**src/rtl/core/qdd_pkg.sv**
```systemverilog
// Shared types, constants and the transition table of the quadrature detent decoder.
`timescale 1ns / 1ps
`default_nettype none
package qdd_pkg;

	localparam int POSITION_WIDTH_DEF = 32;
	localparam int CFG_IDX_W  = 3;
	localparam int CFG_DATA_W = 16;
	localparam int CPD_W      = 5;
	localparam int REM_W      = 4;
	localparam int RATE_W     = 8;
	localparam int MS_W       = 32;
	localparam int WIN_W      = 16;
	localparam int STEP_W     = 9;
	localparam int CPOS_W     = 32;
	localparam int IN_TDATA_W  = 40;
	localparam int OUT_TDATA_W = 48;

	localparam logic [CFG_IDX_W-1:0] REG_BLOCK_ENABLE = 3'd0;
	localparam logic [CFG_IDX_W-1:0] REG_CPD          = 3'd1;
	localparam logic [CFG_IDX_W-1:0] REG_ACCEL_ENABLE = 3'd2;
	localparam logic [CFG_IDX_W-1:0] REG_ACCEL_RATE   = 3'd3;
	localparam logic [CFG_IDX_W-1:0] REG_ACCEL_WINDOW = 3'd4;
	localparam logic [CFG_IDX_W-1:0] REG_IDLE_TIMEOUT = 3'd5;

	localparam logic [1:0] LINES_LOW  = 2'b00;
	localparam logic [1:0] LINES_HIGH = 2'b11;

	localparam logic [1:0] DIR_NONE = 2'd0;
	localparam logic [1:0] DIR_UP   = 2'd1;
	localparam logic [1:0] DIR_DOWN = 2'd2;

	typedef struct packed {
		logic              enable;
		logic [CPD_W-1:0]  cpd;
		logic              accel_en;
		logic [RATE_W-1:0] rate;
		logic [WIN_W-1:0]  window;
		logic [WIN_W-1:0]  timeout;
	} cfg_t;

	// old/new line pair -> count direction
	function automatic logic [1:0] move_dir(input logic [3:0] idx);
		logic [1:0] d;
		unique case (idx)
			4'd1, 4'd7, 4'd8, 4'd14:  d = DIR_UP;
			4'd2, 4'd4, 4'd11, 4'd13: d = DIR_DOWN;
			default:                  d = DIR_NONE;
		endcase
		return d;
	endfunction

endpackage
`default_nettype wire

```
**src/rtl/core/quadrature_detent_decoder_unit.sv**
```systemverilog
// Quadrature detent decoder top level: sequencer, position state and stream ports.
//
// Each accepted sample of lines A/B plus a millisecond timestamp moves a signed
// count position through the quadrature transition table. A move that puts the
// position a full detent past the last report emits one result with the signed
// detent step (optionally accelerated) and the count position. A sample that
// moves one count and reports, and an idle sample that checks the detent snap,
// each pass through the shared bit-serial divider, which produces one quotient
// bit per cycle over the full position width; a move that does not report and
// an idle sample that skips the snap check do not use it. Input and
// configuration are taken only while the sequencer is idle; a finished result
// waits in the output register without stalling the next sample, and a later
// report waits in its last state until that register is free.
`timescale 1ns / 1ps
`default_nettype none
module quadrature_detent_decoder_unit
	import qdd_pkg::*;
#(
	parameter int POSITION_WIDTH = POSITION_WIDTH_DEF
) (
	input  wire                    clk,
	input  wire                    arst_n,
	input  wire                    cfg_valid,
	output logic                   cfg_ready,
	input  wire [CFG_IDX_W-1:0]    cfg_index,
	input  wire [CFG_DATA_W-1:0]   cfg_data,
	input  wire                    s_axis_tvalid,
	output logic                   s_axis_tready,
	input  wire [IN_TDATA_W-1:0]   s_axis_tdata,  // line_a, line_b, now_ms[31:0], zero pad
	output logic                   m_axis_tvalid,
	input  wire                    m_axis_tready,
	output logic [OUT_TDATA_W-1:0] m_axis_tdata   // detent_step[8:0], count_position[31:0], pad
);

	localparam int PW = POSITION_WIDTH;

	localparam logic [2:0] ST_IDLE    = 3'd0;
	localparam logic [2:0] ST_IDLECHK = 3'd1;
	localparam logic [2:0] ST_DIFF    = 3'd2;
	localparam logic [2:0] ST_ABS     = 3'd3;
	localparam logic [2:0] ST_PREP    = 3'd4;
	localparam logic [2:0] ST_LOAD    = 3'd5;
	localparam logic [2:0] ST_DIV     = 3'd6;
	localparam logic [2:0] ST_FIN     = 3'd7;

	cfg_t cfg;

	logic [2:0]        state_q;
	logic [1:0]        prev_q;
	logic [PW-1:0]     pos_q;
	logic [PW-1:0]     rep_q;
	logic [MS_W-1:0]   last_change_q;
	logic [MS_W-1:0]   last_report_q;
	logic [MS_W-1:0]   now_q;
	logic [PW-1:0]     work_q;
	logic              neg_q;
	logic              snap_q;
	logic              fast_q;

	logic              out_valid_q;
	logic [STEP_W-1:0] step_q;
	logic [CPOS_W-1:0] cpos_q;

	logic              in_req;
	logic [1:0]        cur;
	logic [1:0]        dir;
	logic [MS_W-1:0]   now_in;
	logic              div_start;
	logic              div_busy;
	logic [PW-1:0]     div_quo;
	logic [REM_W-1:0]  div_rem;
	logic [REM_W-1:0]  half;
	logic [CPOS_W-1:0] cpos_next;
	logic [RATE_W-1:0] stepmag;
	logic              snap_ok;
	logic              out_free;
	logic              out_load;

	assign cfg_ready     = state_q == ST_IDLE;
	assign s_axis_tready = state_q == ST_IDLE;
	assign in_req        = s_axis_tvalid && s_axis_tready;
	assign cur           = {s_axis_tdata[0], s_axis_tdata[1]};
	assign now_in        = s_axis_tdata[33:2];
	assign dir           = move_dir({prev_q, cur});
	assign half          = cfg.cpd[CPD_W-1:1];
	assign div_start     = state_q == ST_LOAD;
	assign out_free      = !out_valid_q || m_axis_tready;
	assign out_load      = state_q == ST_FIN && !snap_q && out_free;

	qdd_cfg u_cfg (
		.clk      (clk),
		.arst_n   (arst_n),
		.wr_en    (cfg_valid && cfg_ready),
		.wr_index (cfg_index),
		.wr_data  (cfg_data),
		.cfg      (cfg)
	);

	qdd_div #(
		.PW (PW)
	) u_div (
		.clk    (clk),
		.arst_n (arst_n),
		.start  (div_start),
		.num    (work_q),
		.den    (cfg.cpd),
		.busy   (div_busy),
		.quo    (div_quo),
		.rem    (div_rem)
	);

	generate
		if (PW >= CPOS_W) begin : g_wide
			assign cpos_next = pos_q[CPOS_W-1:0];
		end else begin : g_narrow
			assign cpos_next = {{(CPOS_W-PW){pos_q[PW-1]}}, pos_q};
		end
	endgenerate

	always_comb begin
		priority if (cfg.accel_en && fast_q && div_quo == PW'(1)) begin
			stepmag = cfg.rate;
		end else if (|div_quo[PW-1:RATE_W]) begin
			stepmag = '1;
		end else begin
			stepmag = div_quo[RATE_W-1:0];
		end
	end

	// snapped value is within one count of the position
	assign snap_ok = ({1'b0, div_rem} <= {1'b0, half} + (REM_W+1)'(1)) &&
		({1'b0, div_rem} + (REM_W+1)'(1) >= {1'b0, half});

	always_ff @(posedge clk or negedge arst_n) begin
		if (!arst_n) begin
			state_q       <= ST_IDLE;
			prev_q        <= LINES_HIGH;
			pos_q         <= '0;
			rep_q         <= '0;
			last_change_q <= '0;
			last_report_q <= '0;
			out_valid_q   <= 1'b0;
		end else begin
			if (out_load) begin
				out_valid_q <= 1'b1;
			end else if (m_axis_tvalid && m_axis_tready) begin
				out_valid_q <= 1'b0;
			end
			unique case (state_q)
				ST_IDLE: begin
					if (in_req && cfg.enable) begin
						if (cur != prev_q) begin
							prev_q <= cur;
							if (dir != DIR_NONE) begin
								pos_q         <= (dir == DIR_UP) ? pos_q + PW'(1) : pos_q - PW'(1);
								last_change_q <= now_in;
								state_q       <= ST_DIFF;
							end
						end else begin
							state_q <= ST_IDLECHK;
						end
					end
				end
				ST_IDLECHK: begin
					if ((now_q - last_change_q > MS_W'(cfg.timeout)) &&
						(prev_q == LINES_LOW || prev_q == LINES_HIGH)) begin
						state_q <= ST_ABS;
					end else begin
						state_q <= ST_IDLE;
					end
				end
				ST_DIFF: state_q <= ST_ABS;
				ST_ABS:  state_q <= ST_PREP;
				ST_PREP: begin
					if (snap_q || work_q >= PW'(cfg.cpd)) begin
						state_q <= ST_LOAD;
					end else begin
						state_q <= ST_IDLE;
					end
				end
				ST_LOAD: state_q <= ST_DIV;
				ST_DIV: begin
					if (!div_busy) begin
						state_q <= ST_FIN;
					end
				end
				ST_FIN: begin
					if (snap_q) begin
						if (snap_ok) begin
							pos_q <= neg_q ? PW'(div_rem) - work_q : work_q - PW'(div_rem);
							rep_q <= neg_q ? PW'(div_rem) - work_q : work_q - PW'(div_rem);
						end
						state_q <= ST_IDLE;
					end else if (out_free) begin
						rep_q         <= neg_q ? pos_q + PW'(div_rem) : pos_q - PW'(div_rem);
						last_report_q <= now_q;
						state_q       <= ST_IDLE;
					end
				end
				default: state_q <= ST_IDLE;
			endcase
		end
	end

	always_ff @(posedge clk) begin
		unique case (state_q)
			ST_IDLE: begin
				now_q  <= now_in;
				snap_q <= 1'b0;
			end
			ST_IDLECHK: begin
				work_q <= pos_q;
				snap_q <= 1'b1;
			end
			ST_DIFF: begin
				work_q <= pos_q - rep_q;
				fast_q <= (now_q - last_report_q) < MS_W'(cfg.window);
			end
			ST_ABS: begin
				neg_q  <= work_q[PW-1];
				work_q <= work_q[PW-1] ? -work_q : work_q;
			end
			ST_PREP: begin
				if (snap_q) begin
					work_q <= work_q + PW'(half);
				end
			end
			ST_FIN: begin
				if (!snap_q && out_free) begin
					step_q <= neg_q ? -{1'b0, stepmag} : {1'b0, stepmag};
					cpos_q <= cpos_next;
				end
			end
			default: ;
		endcase
	end

	assign m_axis_tvalid = out_valid_q;
	assign m_axis_tdata  = {{(OUT_TDATA_W-STEP_W-CPOS_W){1'b0}}, cpos_q, step_q};

`ifndef SYNTHESIS
	a_out_from_fin: assert property (@(posedge clk) disable iff (!arst_n)
		$rose(out_valid_q) |-> $past(state_q == ST_FIN))
		else $error("result loaded outside finish state");
	a_div_idle: assert property (@(posedge clk) disable iff (!arst_n)
		(state_q == ST_IDLE) |-> !div_busy)
		else $error("divider busy while sequencer idle");
	a_rem_bound: assert property (@(posedge clk) disable iff (!arst_n)
		(state_q == ST_FIN) |-> ({1'b0, div_rem} < cfg.cpd))
		else $error("divider remainder not below detent size");
	a_accept_idle: assert property (@(posedge clk) disable iff (!arst_n)
		(s_axis_tvalid && s_axis_tready) |=> (state_q == ST_IDLE || state_q == ST_IDLECHK
		|| state_q == ST_DIFF))
		else $error("unexpected state after sample request");
`endif

endmodule
`default_nettype wire

```
**src/rtl/core/qdd_cfg.sv**
```systemverilog
// Configuration register file with detent size clamping.
`timescale 1ns / 1ps
`default_nettype none
module qdd_cfg
	import qdd_pkg::*;
(
	input  wire                   clk,
	input  wire                   arst_n,
	input  wire                   wr_en,
	input  wire [CFG_IDX_W-1:0]   wr_index,
	input  wire [CFG_DATA_W-1:0]  wr_data,
	output cfg_t                  cfg
);

	logic              enable_q;
	logic [CPD_W-1:0]  cpd_q;
	logic              accel_en_q;
	logic [RATE_W-1:0] rate_q;
	logic [WIN_W-1:0]  window_q;
	logic [WIN_W-1:0]  timeout_q;

	always_ff @(posedge clk or negedge arst_n) begin
		if (!arst_n) begin
			enable_q   <= 1'b1;
			cpd_q      <= CPD_W'(4);
			accel_en_q <= 1'b0;
			rate_q     <= RATE_W'(3);
			window_q   <= WIN_W'(50);
			timeout_q  <= WIN_W'(1000);
		end else if (wr_en) begin
			unique case (wr_index)
				REG_BLOCK_ENABLE: enable_q   <= wr_data[0];
				REG_CPD:          cpd_q      <= wr_data[CPD_W-1:0];
				REG_ACCEL_ENABLE: accel_en_q <= wr_data[0];
				REG_ACCEL_RATE:   rate_q     <= wr_data[RATE_W-1:0];
				REG_ACCEL_WINDOW: window_q   <= wr_data;
				REG_IDLE_TIMEOUT: timeout_q  <= wr_data;
				default: ;
			endcase
		end
	end

	always_comb begin
		cfg.enable   = enable_q;
		cfg.accel_en = accel_en_q;
		cfg.rate     = rate_q;
		cfg.window   = window_q;
		cfg.timeout  = timeout_q;
		priority if (cpd_q == '0) begin
			cfg.cpd = CPD_W'(1);
		end else if (cpd_q > CPD_W'(16)) begin
			cfg.cpd = CPD_W'(16);
		end else begin
			cfg.cpd = cpd_q;
		end
	end

endmodule
`default_nettype wire

```
**src/rtl/core/qdd_div.sv**
```systemverilog
// Bit-serial restoring divider by a small detent count, one quotient bit per cycle.
`timescale 1ns / 1ps
`default_nettype none
module qdd_div
	import qdd_pkg::*;
#(
	parameter int PW = POSITION_WIDTH_DEF
) (
	input  wire               clk,
	input  wire               arst_n,
	input  wire               start,
	input  wire [PW-1:0]      num,
	input  wire [CPD_W-1:0]   den,
	output logic              busy,
	output logic [PW-1:0]     quo,
	output logic [REM_W-1:0]  rem
);

	localparam int CW = $clog2(PW + 1);

	logic [CW-1:0]    cnt_q;
	logic [PW-1:0]    sh_q;
	logic [REM_W-1:0] rem_q;
	logic [CPD_W-1:0] trial;
	logic [CPD_W-1:0] diff;
	logic             ge;

	assign trial = {rem_q, sh_q[PW-1]};
	assign ge    = trial >= den;
	assign diff  = trial - den;

	always_ff @(posedge clk or negedge arst_n) begin
		if (!arst_n) begin
			cnt_q <= '0;
		end else if (start) begin
			cnt_q <= CW'(PW);
		end else if (cnt_q != '0) begin
			cnt_q <= cnt_q - CW'(1);
		end
	end

	always_ff @(posedge clk) begin
		if (start) begin
			sh_q  <= num;
			rem_q <= '0;
		end else if (cnt_q != '0) begin
			sh_q  <= {sh_q[PW-2:0], ge};
			rem_q <= ge ? diff[REM_W-1:0] : trial[REM_W-1:0];
		end
	end

	assign busy = cnt_q != '0;
	assign quo  = sh_q;
	assign rem  = rem_q;

endmodule
`default_nettype wire
```
**config.mk**
```make
export PLATFORM = sky130hd
export DESIGN_NAME = quadrature_detent_decoder_unit
export DESIGN_NICKNAME = d
export VERILOG_FILES = /design/src/rtl/core/qdd_pkg.sv /design/src/rtl/core/quadrature_detent_decoder_unit.sv /design/src/rtl/core/qdd_cfg.sv /design/src/rtl/core/qdd_div.sv
export SDC_FILE = /design/constraint.sdc
export NUM_CORES = 1
export LEC_CHECK = 0
export BUFFER_PORTS_ARGS = -buffer_cell sky130_fd_sc_hd__buf_2
export CORE_MARGIN = 4
export CORE_UTILIZATION = 55
export CTS_CLUSTER_SIZE = 16
export DETAILED_ROUTE_END_ITERATION = 10
export HOLD_SLACK_MARGIN = 0.15
export PLACE_DENSITY = 0.72
export REMOVE_ABC_BUFFERS = 1
export SETUP_SLACK_MARGIN = 0.4
export SKIP_CTS_REPAIR_TIMING = 1
export SLEW_MARGIN = 20
export SYNTH_ARGS = -nofsm -noshare
export SYNTH_HDL_FRONTEND = slang
export SYNTH_HIERARCHICAL = 1
export SYNTH_SLANG_ARGS = --single-unit
```
**constraint.sdc**
```tcl
create_clock -name clk -period 5.5 [get_ports clk]
set_clock_uncertainty 0.15 [all_clocks]
set_input_delay 1.375 -clock clk [delete_from_list [all_inputs] [get_ports clk]]
set_output_delay 1.375 -clock clk [all_outputs]
set_load 0.1 [all_outputs]
```
==> run summary, run 1 <==
The worst path meets setup with 0.528 ns of slack. First-pass detailed-route iteration total: 5. The flow ran to the end, and the final reports show no timing, DRC or antenna violations.

STA classifies the critical path startpoint as a flop. Via count of the first global-routing pass: 22093. Setup violations remaining at the end of the flow were counted as 0. STA classifies the critical path endpoint as a flop. Before CTS, the worst setup slack after placement is 0.166 ns. The die height is 224 um. The tools report the met1 track utilization from global routing as 39.9%.

The global routing usage on met2 is 50.4%, and the count of mapped cells out of synthesis is 2889. The post-route core utilization was 61.8%; the count of unresolved DRC violations after routing was 0. For the first-pass GRT wire length, the log shows 121 mm.

The boundary pin count is 115, and the routed length per instance is 21.5 um. The final number of hold-violating endpoints came out at 0. TritonCTS built the clock tree. Summing internal, switching and leakage power gives 19.6 mW. Setup total negative slack on the finished layout was measured at 0 ns. The run gives 0 as the count of final max-slew check failures. The number of placement rows came out at 78. Summed over all cells, the static leakage comes to 12.3 nW. In this run the biggest area consumer among cell types represents 16.8% of the synthesized area.

The standard cell core area was 45800 sq um; the iteration-0 DRC count of the detailed router was 1887. Data arrives at the worst endpoint at 5.27 ns. The minimum setup slack among reg-to-reg paths was 0.53 ns; the mean cell area of the mapped netlist was 8.88 sq um.

The worst-path maximum fanout is 3, and the global-route track usage on met3 is 4.00%. Wires add up to 77.3 mm. The sum of net half-perimeters after detailed placement came out at 57.9 mm.

The H-tree was split into 2 levels. CTS saw 331 sinks. For the final net count, the log shows 3259. Setup repair after global routing left no endpoint under its margin. In this run the deepest clock path goes through 3 buffers. Entering global routing, the biggest net connects 99 pins.

For this configuration, the core starts out at a cell density of 56.1%. Transition time at the pin with the least slew margin: 0.977 ns. Clock-pin slew was measured on the worst setup and hold paths at 0.06 ns. Yosys attributes the largest share of cell area to sky130_fd_sc_hd__dfrtp_1, sky130_fd_sc_hd__edfxtp_1, sky130_fd_sc_hd__ha_1. At the later pin of the worst-skew pair, clock insertion delay measures 0.58 ns. The netlist uses 99 different library cells. The final critical path takes up 90.4% of the cycle.

The run gives 0 as the total global routing overflow. After synthesis the netlist holds a flip-flop and latch count of 331. The number of synthesized flops with an enable pin was 140; the average via count per standard cell was 6.30.

The number of antenna diodes in the final layout is 0. CTS placed an instance of sky130_fd_sc_hd__clkbuf_16 at the clock tree root. Power spread over the standard cell area amounts to 693 nW/um^2. The biggest area contributor in the post-synthesis netlist is sky130_fd_sc_hd__dfrtp_1.

Of the cells placed in the final design, the portion with a size suffix greater than 1 is 12.6%. The die is 224 um wide. The number of antenna violations at the first check in global routing was 0; the area added between synthesis and finish was 10.3%. The floorplan die area was 50200 sq um. The path class of the tightest hold or removal check is reg -> reg. The cell area that synthesis handed to floorplanning was 25700 sq um. After synthesis, flip-flops and latches occupy 35.0% of the total area. Kind of critical path: reg -> reg. The routed layout has 22644 vias.

The number of synthesis warnings is 6, and the peak ir drop on the vdd network is 373 uV. The congestion estimate from routability-driven global placement came to 0.974. The tool flagged a number of max-cap violations equal to 0. Port buffering added 101 buffers. Timing would allow up to 201 MHz.

The number of CTS-inserted buffers is 40, and the count of antenna-violating nets left after detailed routing is 0. On the final layout, the worst hold slack is 0.335 ns. For this run, the total global-route usage over all layers was measured as 29.8%. For the finished layout, the period the worst path requires is 4.97 ns. In this run the most used layer during global routing was met2. The commonest register cell after synthesis was sky130_fd_sc_hd__dfrtp_1. The filler cells instantiated in the layout total 3929. Data on the critical path is required at its endpoint by 5.80 ns.

For this run, asynchronously set or reset flops after synthesis account for 56.5%. Measured against its own limit, the worst slew margin works out to 34.9%.
[state kept, by name (all words and copies together) (netlist names)]
signal and count:
cpos_next 32, cpos_q 32, fast_q 1, last_change_q 32, last_report_q 32, m_axis_tvalid 1
neg_q 1, now_q 32, prev_q 2, rep_q 32, snap_q 1, state_q 3
step_q 9, u_cfg/accel_en_q 1, u_cfg/cpd_q 5, u_cfg/enable_q 1, u_cfg/rate_q 8, u_cfg/timeout_q 16
u_cfg/window_q 16, u_div/cnt_q 6, u_div/quo 32, u_div/rem 4, work_q 32
[cell type report]
class	instances	area [sq um]	share of cell area, %
inverter	195	734	2.60
timing repair buffer	156	952	3.37
clock inverter	17	204	0.721
multi-input combinational	2239	15600	55.0
tap	600	751	2.65
clock buffer	56	1100	3.89
sequential	331	8980	31.7
[Yosys cell counts (all sizes together) (43+ instances only)]
master    n
inv     194
nand2   254
nand3    73
mux2     86
ha      223
dfrtp   172
clkbuf  101
nor3     55
nor2    225
a21o     85
nand2b   43
edfxtp  140
xnor2   107
o21ai   227
a21oi   224
xor2     64
[worst max-delay path: stages (launching register included)]
cell and delay (ns):
sky130_fd_sc_hd__dfrtp_1 0.39, sky130_fd_sc_hd__ha_2 0.21, sky130_fd_sc_hd__fa_2 0.38, sky130_fd_sc_hd__nand2b_4 0.15, sky130_fd_sc_hd__a21o_1 0.22, sky130_fd_sc_hd__a211o_1 0.33
sky130_fd_sc_hd__nand2b_1 0.17, sky130_fd_sc_hd__a41oi_2 0.13, sky130_fd_sc_hd__xnor2_1 0.15, sky130_fd_sc_hd__ha_1 0.32, sky130_fd_sc_hd__a21oi_1 0.13, sky130_fd_sc_hd__nand2_1 0.08
sky130_fd_sc_hd__a221oi_2 0.23, sky130_fd_sc_hd__nor3b_4 0.25, sky130_fd_sc_hd__o221ai_2 0.13, sky130_fd_sc_hd__a211oi_2 0.24, sky130_fd_sc_hd__nand4_1 0.11, sky130_fd_sc_hd__or4_4 0.58
sky130_fd_sc_hd__o41ai_4 0.38, sky130_fd_sc_hd__a22oi_1 0.10
[stage by stage]
step | instance area [sq um] | cells
global placement | 26800 | 3512
global route | 28300 | 3594
finish | 28300 | 3594
floorplan | 25100 | 2765
detailed placement | 26800 | 3512
CTS | 28100 | 3585
[path summary, 6_finish.rpt]
check                                 start                end  cells after the start
max in group asynchronous            arst_n          rep_q[12]                      2
max                        last_change_q[0]         state_q[1]                     19
min reg2reg                last_report_q[0]   last_report_q[0]                      2
min                        last_report_q[0]   last_report_q[0]                      2
max reg2reg                last_change_q[0]         state_q[1]                     19
min in group asynchronous            arst_n  u_cfg/window_q[0]                      1
[where the power goes]
part,internal [mW],switching (mW)
Sequential,3.71,1.07
Combinational,4.85,7.28
Clock,1.55,1.12
[layout by cell type (no fill, tap or decap), types with 64 or more instances in the layout]
cell type	instances
sky130_fd_sc_hd__inv_1	194
sky130_fd_sc_hd__xor2_1	64
sky130_fd_sc_hd__a21o_1	85
sky130_fd_sc_hd__buf_2	100
sky130_fd_sc_hd__mux2_2	75
sky130_fd_sc_hd__dfrtp_1	172
sky130_fd_sc_hd__nand3_1	73
sky130_fd_sc_hd__nor2_1	222
sky130_fd_sc_hd__xnor2_1	107
sky130_fd_sc_hd__edfxtp_1	140
sky130_fd_sc_hd__ha_1	221
sky130_fd_sc_hd__a21oi_1	224
sky130_fd_sc_hd__o21ai_0	219
sky130_fd_sc_hd__nand2_1	254
[logic make-up after synthesis]
group	Yosys count	synth area share [%]
and+or+nand+nor	867	16.4
AOI/OAI and AO/OA	853	21.2
DFF	331	35.0
buffers and inverters	325	5.06
adders and majority gates	232	11.6
xor gates and xnor gates	171	5.84
muxes	109	4.83
other	1	0.0146
[per-layer routing]
| metal | vias up | wire length (um) |
|---|---|---|
| li1 | 10702 | - |
| met1 | 10974 | 33400 |
| met2 | 790 | 36600 |
| met3 | 178 | 4520 |
| met4 | 0 | 2820 |
| met5 | - | 0 |
(Power assumes the default switching activity.)
==> run 2: changes to the inputs <==
--- a/config.mk
+++ b/config.mk
@@ -12,6 +12,7 @@
 export DETAILED_ROUTE_END_ITERATION = 10
 export HOLD_SLACK_MARGIN = 0.15
 export PLACE_DENSITY = 0.72
+export RECOVER_POWER = 100
 export REMOVE_ABC_BUFFERS = 1
 export SETUP_SLACK_MARGIN = 0.4
 export SKIP_CTS_REPAIR_TIMING = 1
==> run 2 against run 1 <==
The run now ends with max-capacitance violations, max-slew violations left. Clock-buffer cell count unchanged. Worst setup slack got worse by 0.18 ns. Register-to-register slack got worse by 0.18 ns. Combinational power about the same. Core utilization down 0.58 points. Worst hold slack improved by 0.0028 ns. Cell count unchanged. Total power decreased by 0.50%. Clock power about the same.
==> run summary, run 2 (same netlist as run 1, synthesis figures left out) <==
The flow ran to the end, but the final reports show violations. The final reports fail on max-capacitance violations, max-slew violations. The worst reg2reg path depth works out to 19 (unchanged).

Highest-count cells in the layout ignoring fill and taps: sky130_fd_sc_hd__nand2_1, sky130_fd_sc_hd__a21oi_1, sky130_fd_sc_hd__nor2_1 (unchanged). The number of antenna violations at the first check in global routing is 0 (unchanged), and the routed via count is 22681 (was 22644). The tools report the nature of the critical path startpoint as a flop (unchanged).

The logs give 50200 sq um (unchanged) for the floorplan die area and 24.6% (was 24.4%) for the sequential share of power. The cell-internal power was 10.1 mW (about the same). Clock period minus final worst setup slack: 5.15 ns (was 4.97 ns). The average via count per standard cell is 6.31 (was 6.30), and the via count of the first global-routing pass is 22093 (unchanged). The cell depth of the worst hold path works out to 2 (unchanged). The final net count is 3259 (unchanged), and the first-pass GRT wire length is 121 mm (unchanged). Total global routing overflow: 0 (unchanged). The boundary pin count is 115 (unchanged), and the worst-path maximum fanout is 3 (unchanged). The net switching component of the power was 9.44 mW (was 9.47 mW); the clock latency on the worst-skew pair was 0.58 ns (about the same). The count of final max-slew check failures is 251 (was 0).

TritonCTS built the clock tree. The run gives 0 (unchanged) as the total inserted antenna cells. The ratio of total power to cell area is 696 nW/um^2 (was 693 nW/um^2), and the peak ir drop on the vdd network is 373 uV (about the same). The count of antenna-violating nets left after detailed routing came out at 0 (unchanged). The net switching fraction of the power is 48.4% (was 48.3%). The logs give 3 (unchanged) for the number of buffers on the longest clock path and 0 (unchanged) for the final number of hold-violating endpoints. The clock-pin slew on the worst setup and hold paths came out at 0.06 ns (about the same). The tools report the library cell used as clock root buffer as sky130_fd_sc_hd__clkbuf_16 (unchanged).

The die height is 224 um (unchanged), and the total negative slack is 0 ns (unchanged). The fraction of final layout cells sized beyond drive strength 1 works out to 8.85% (was 12.6%). The number of CTS-inserted buffers came out at 40 (unchanged). The count of unresolved DRC violations after routing is 0 (unchanged), and the data required time of the worst path is 5.76 ns (was 5.80 ns). The power after layout is 19.5 mW (was 19.6 mW), and the effective utilization at floorplan is 56.1% (unchanged). The relative slew slack is -64.5% (was 34.9%). For the final wirelength, the log shows 77.2 mm (was 77.3 mm). The share of the cycle needed by the critical path after routing is 93.7% (was 90.4%). The transition time at the pin with the least slew margin works out to 2.47 ns (was 0.977 ns). Setup repair after global routing left no endpoint under its margin. For the number of placement rows, the log shows 78 (unchanged).

The standard cell core area was 45800 sq um (unchanged); the area added between synthesis and finish was 9.24% (was 10.3%). The first-pass detailed-route iteration total is 6 (was 5), and the pin count of the biggest net entering global routing is 99 (unchanged). The tools report the clock sink total as 331 (unchanged). The leakage power summed over all cells is 12.0 nW (was 12.3 nW). The tools report the highest clock frequency the design can meet as 194 MHz (was 201 MHz).

The clock share of power was 13.7% (was 13.6%); the total number of H-tree levels was 2 (unchanged). Kind of critical path: reg -> reg (unchanged). The routed length per instance is 21.5 um (about the same), and the width of the die is 224 um (unchanged). The number of failing setup endpoints in the final timing report is 0 (unchanged). The tools report the number of max-capacitance violations reported as 6 (was 0).

The run gives 61.2% (was 61.8%) as the post-route core utilization. Most common library cell in the layout ignoring fill and taps: sky130_fd_sc_hd__nand2_1 (unchanged). The total global-route track usage was 29.8% (unchanged). The fraction of power consumed by combinational cells is 61.7% (was 61.9%), and the iteration-0 DRC count of the detailed router is 1892 (was 1887).

The logs give 5.41 ns (was 5.27 ns) for the arrival time at the worst endpoint and 57.9 mm (unchanged) for the sum of net half-perimeters after detailed placement. The count of port buffers added during placement is 101 (unchanged). Path class of the lowest-slack min-delay path: reg -> reg (unchanged). The tools report the final weighted congestion in routability-driven placement as 0.974 (unchanged). The kind of end point of the critical path was a flop (unchanged).
## run 2: cell types whose count changed in the layout (fill, tap and decap cells not counted), moves of 8 or more
cell / previous run / this run
sky130_fd_sc_hd__and2_0: 0 / 8
sky130_fd_sc_hd__buf_2: 100 / 29
sky130_fd_sc_hd__buf_4: 53 / 32
sky130_fd_sc_hd__clkbuf_1: 12 / 100
sky130_fd_sc_hd__mux2_1: 0 / 11
sky130_fd_sc_hd__mux2_4: 11 / 1
## run 2: cell type report
cell class              instances  area, sq um
clock inverters                17          204
inverters                     195          734
fillers                      4010        17700
flip-flops and latches        331         8980
clock buffers                  56         1100
multi-input cells            2239        15500
well taps                     600          751
repair buffers                156          768
## run 2: worst paths after layout
check                                  from           endpoint  slack (ns)
max                        last_change_q[0]         state_q[1]        0.35
min                        last_report_q[0]   last_report_q[0]        0.34
max reg2reg                last_change_q[0]         state_q[1]        0.35
min reg2reg                last_report_q[0]   last_report_q[0]        0.34
max in group asynchronous            arst_n          rep_q[15]        1.24
min in group asynchronous            arst_n  u_cfg/window_q[0]        1.35
## run 2: routing by layer
metal  vias to the layer above  track usage, %  wire length, um
met5                         -               0                0
met4                         0            10.0             2920
met3                       186            4.00             4600
met2                       798            50.4            36600
met1                     10997            39.9            33100
li1                      10700               -                -
## run 2: power by group through the flow
stage          logic [mW]  registers [mW]  clock network, mW
2_1_floorplan        8.54            4.64                  0
5_1_grt              13.2            4.91               2.81
3_5_place_dp         11.7            4.79                  0
6_report             12.0            4.79               2.67
3_3_place_gp         11.3            4.76                  0
4_1_cts              11.8            4.76               2.71
## run 2: critical path, stage by stage (launching register included)
cell and delay, ns:
sky130_fd_sc_hd__dfrtp_1 0.39, sky130_fd_sc_hd__ha_2 0.21, sky130_fd_sc_hd__fa_2 0.38, sky130_fd_sc_hd__nand2b_4 0.15, sky130_fd_sc_hd__a21o_1 0.22, sky130_fd_sc_hd__a211o_1 0.33
sky130_fd_sc_hd__nand2b_1 0.17, sky130_fd_sc_hd__a41oi_2 0.13, sky130_fd_sc_hd__xnor2_1 0.15, sky130_fd_sc_hd__ha_1 0.32, sky130_fd_sc_hd__a21oi_1 0.13, sky130_fd_sc_hd__nand2_1 0.08
sky130_fd_sc_hd__a221oi_2 0.22, sky130_fd_sc_hd__nor3b_1 0.37, sky130_fd_sc_hd__o221ai_2 0.16, sky130_fd_sc_hd__a211oi_2 0.24, sky130_fd_sc_hd__nand4_1 0.11, sky130_fd_sc_hd__or4_4 0.58
sky130_fd_sc_hd__o41ai_4 0.38, sky130_fd_sc_hd__a22oi_1 0.10
## run 2: stage by stage
stage	cells	worst slack, ns	hold slack [ns]	cell area, sq um
after CTS	3585	0.215	0.341	28100
after global placement	3512	0.291	0.321	26800
after global routing	3594	0.139	0.369	28000
after floorplan	2765	-4.05	0.302	25100
final	3594	0.349	0.338	28000
after detailed placement	3512	0.166	0.327	26800
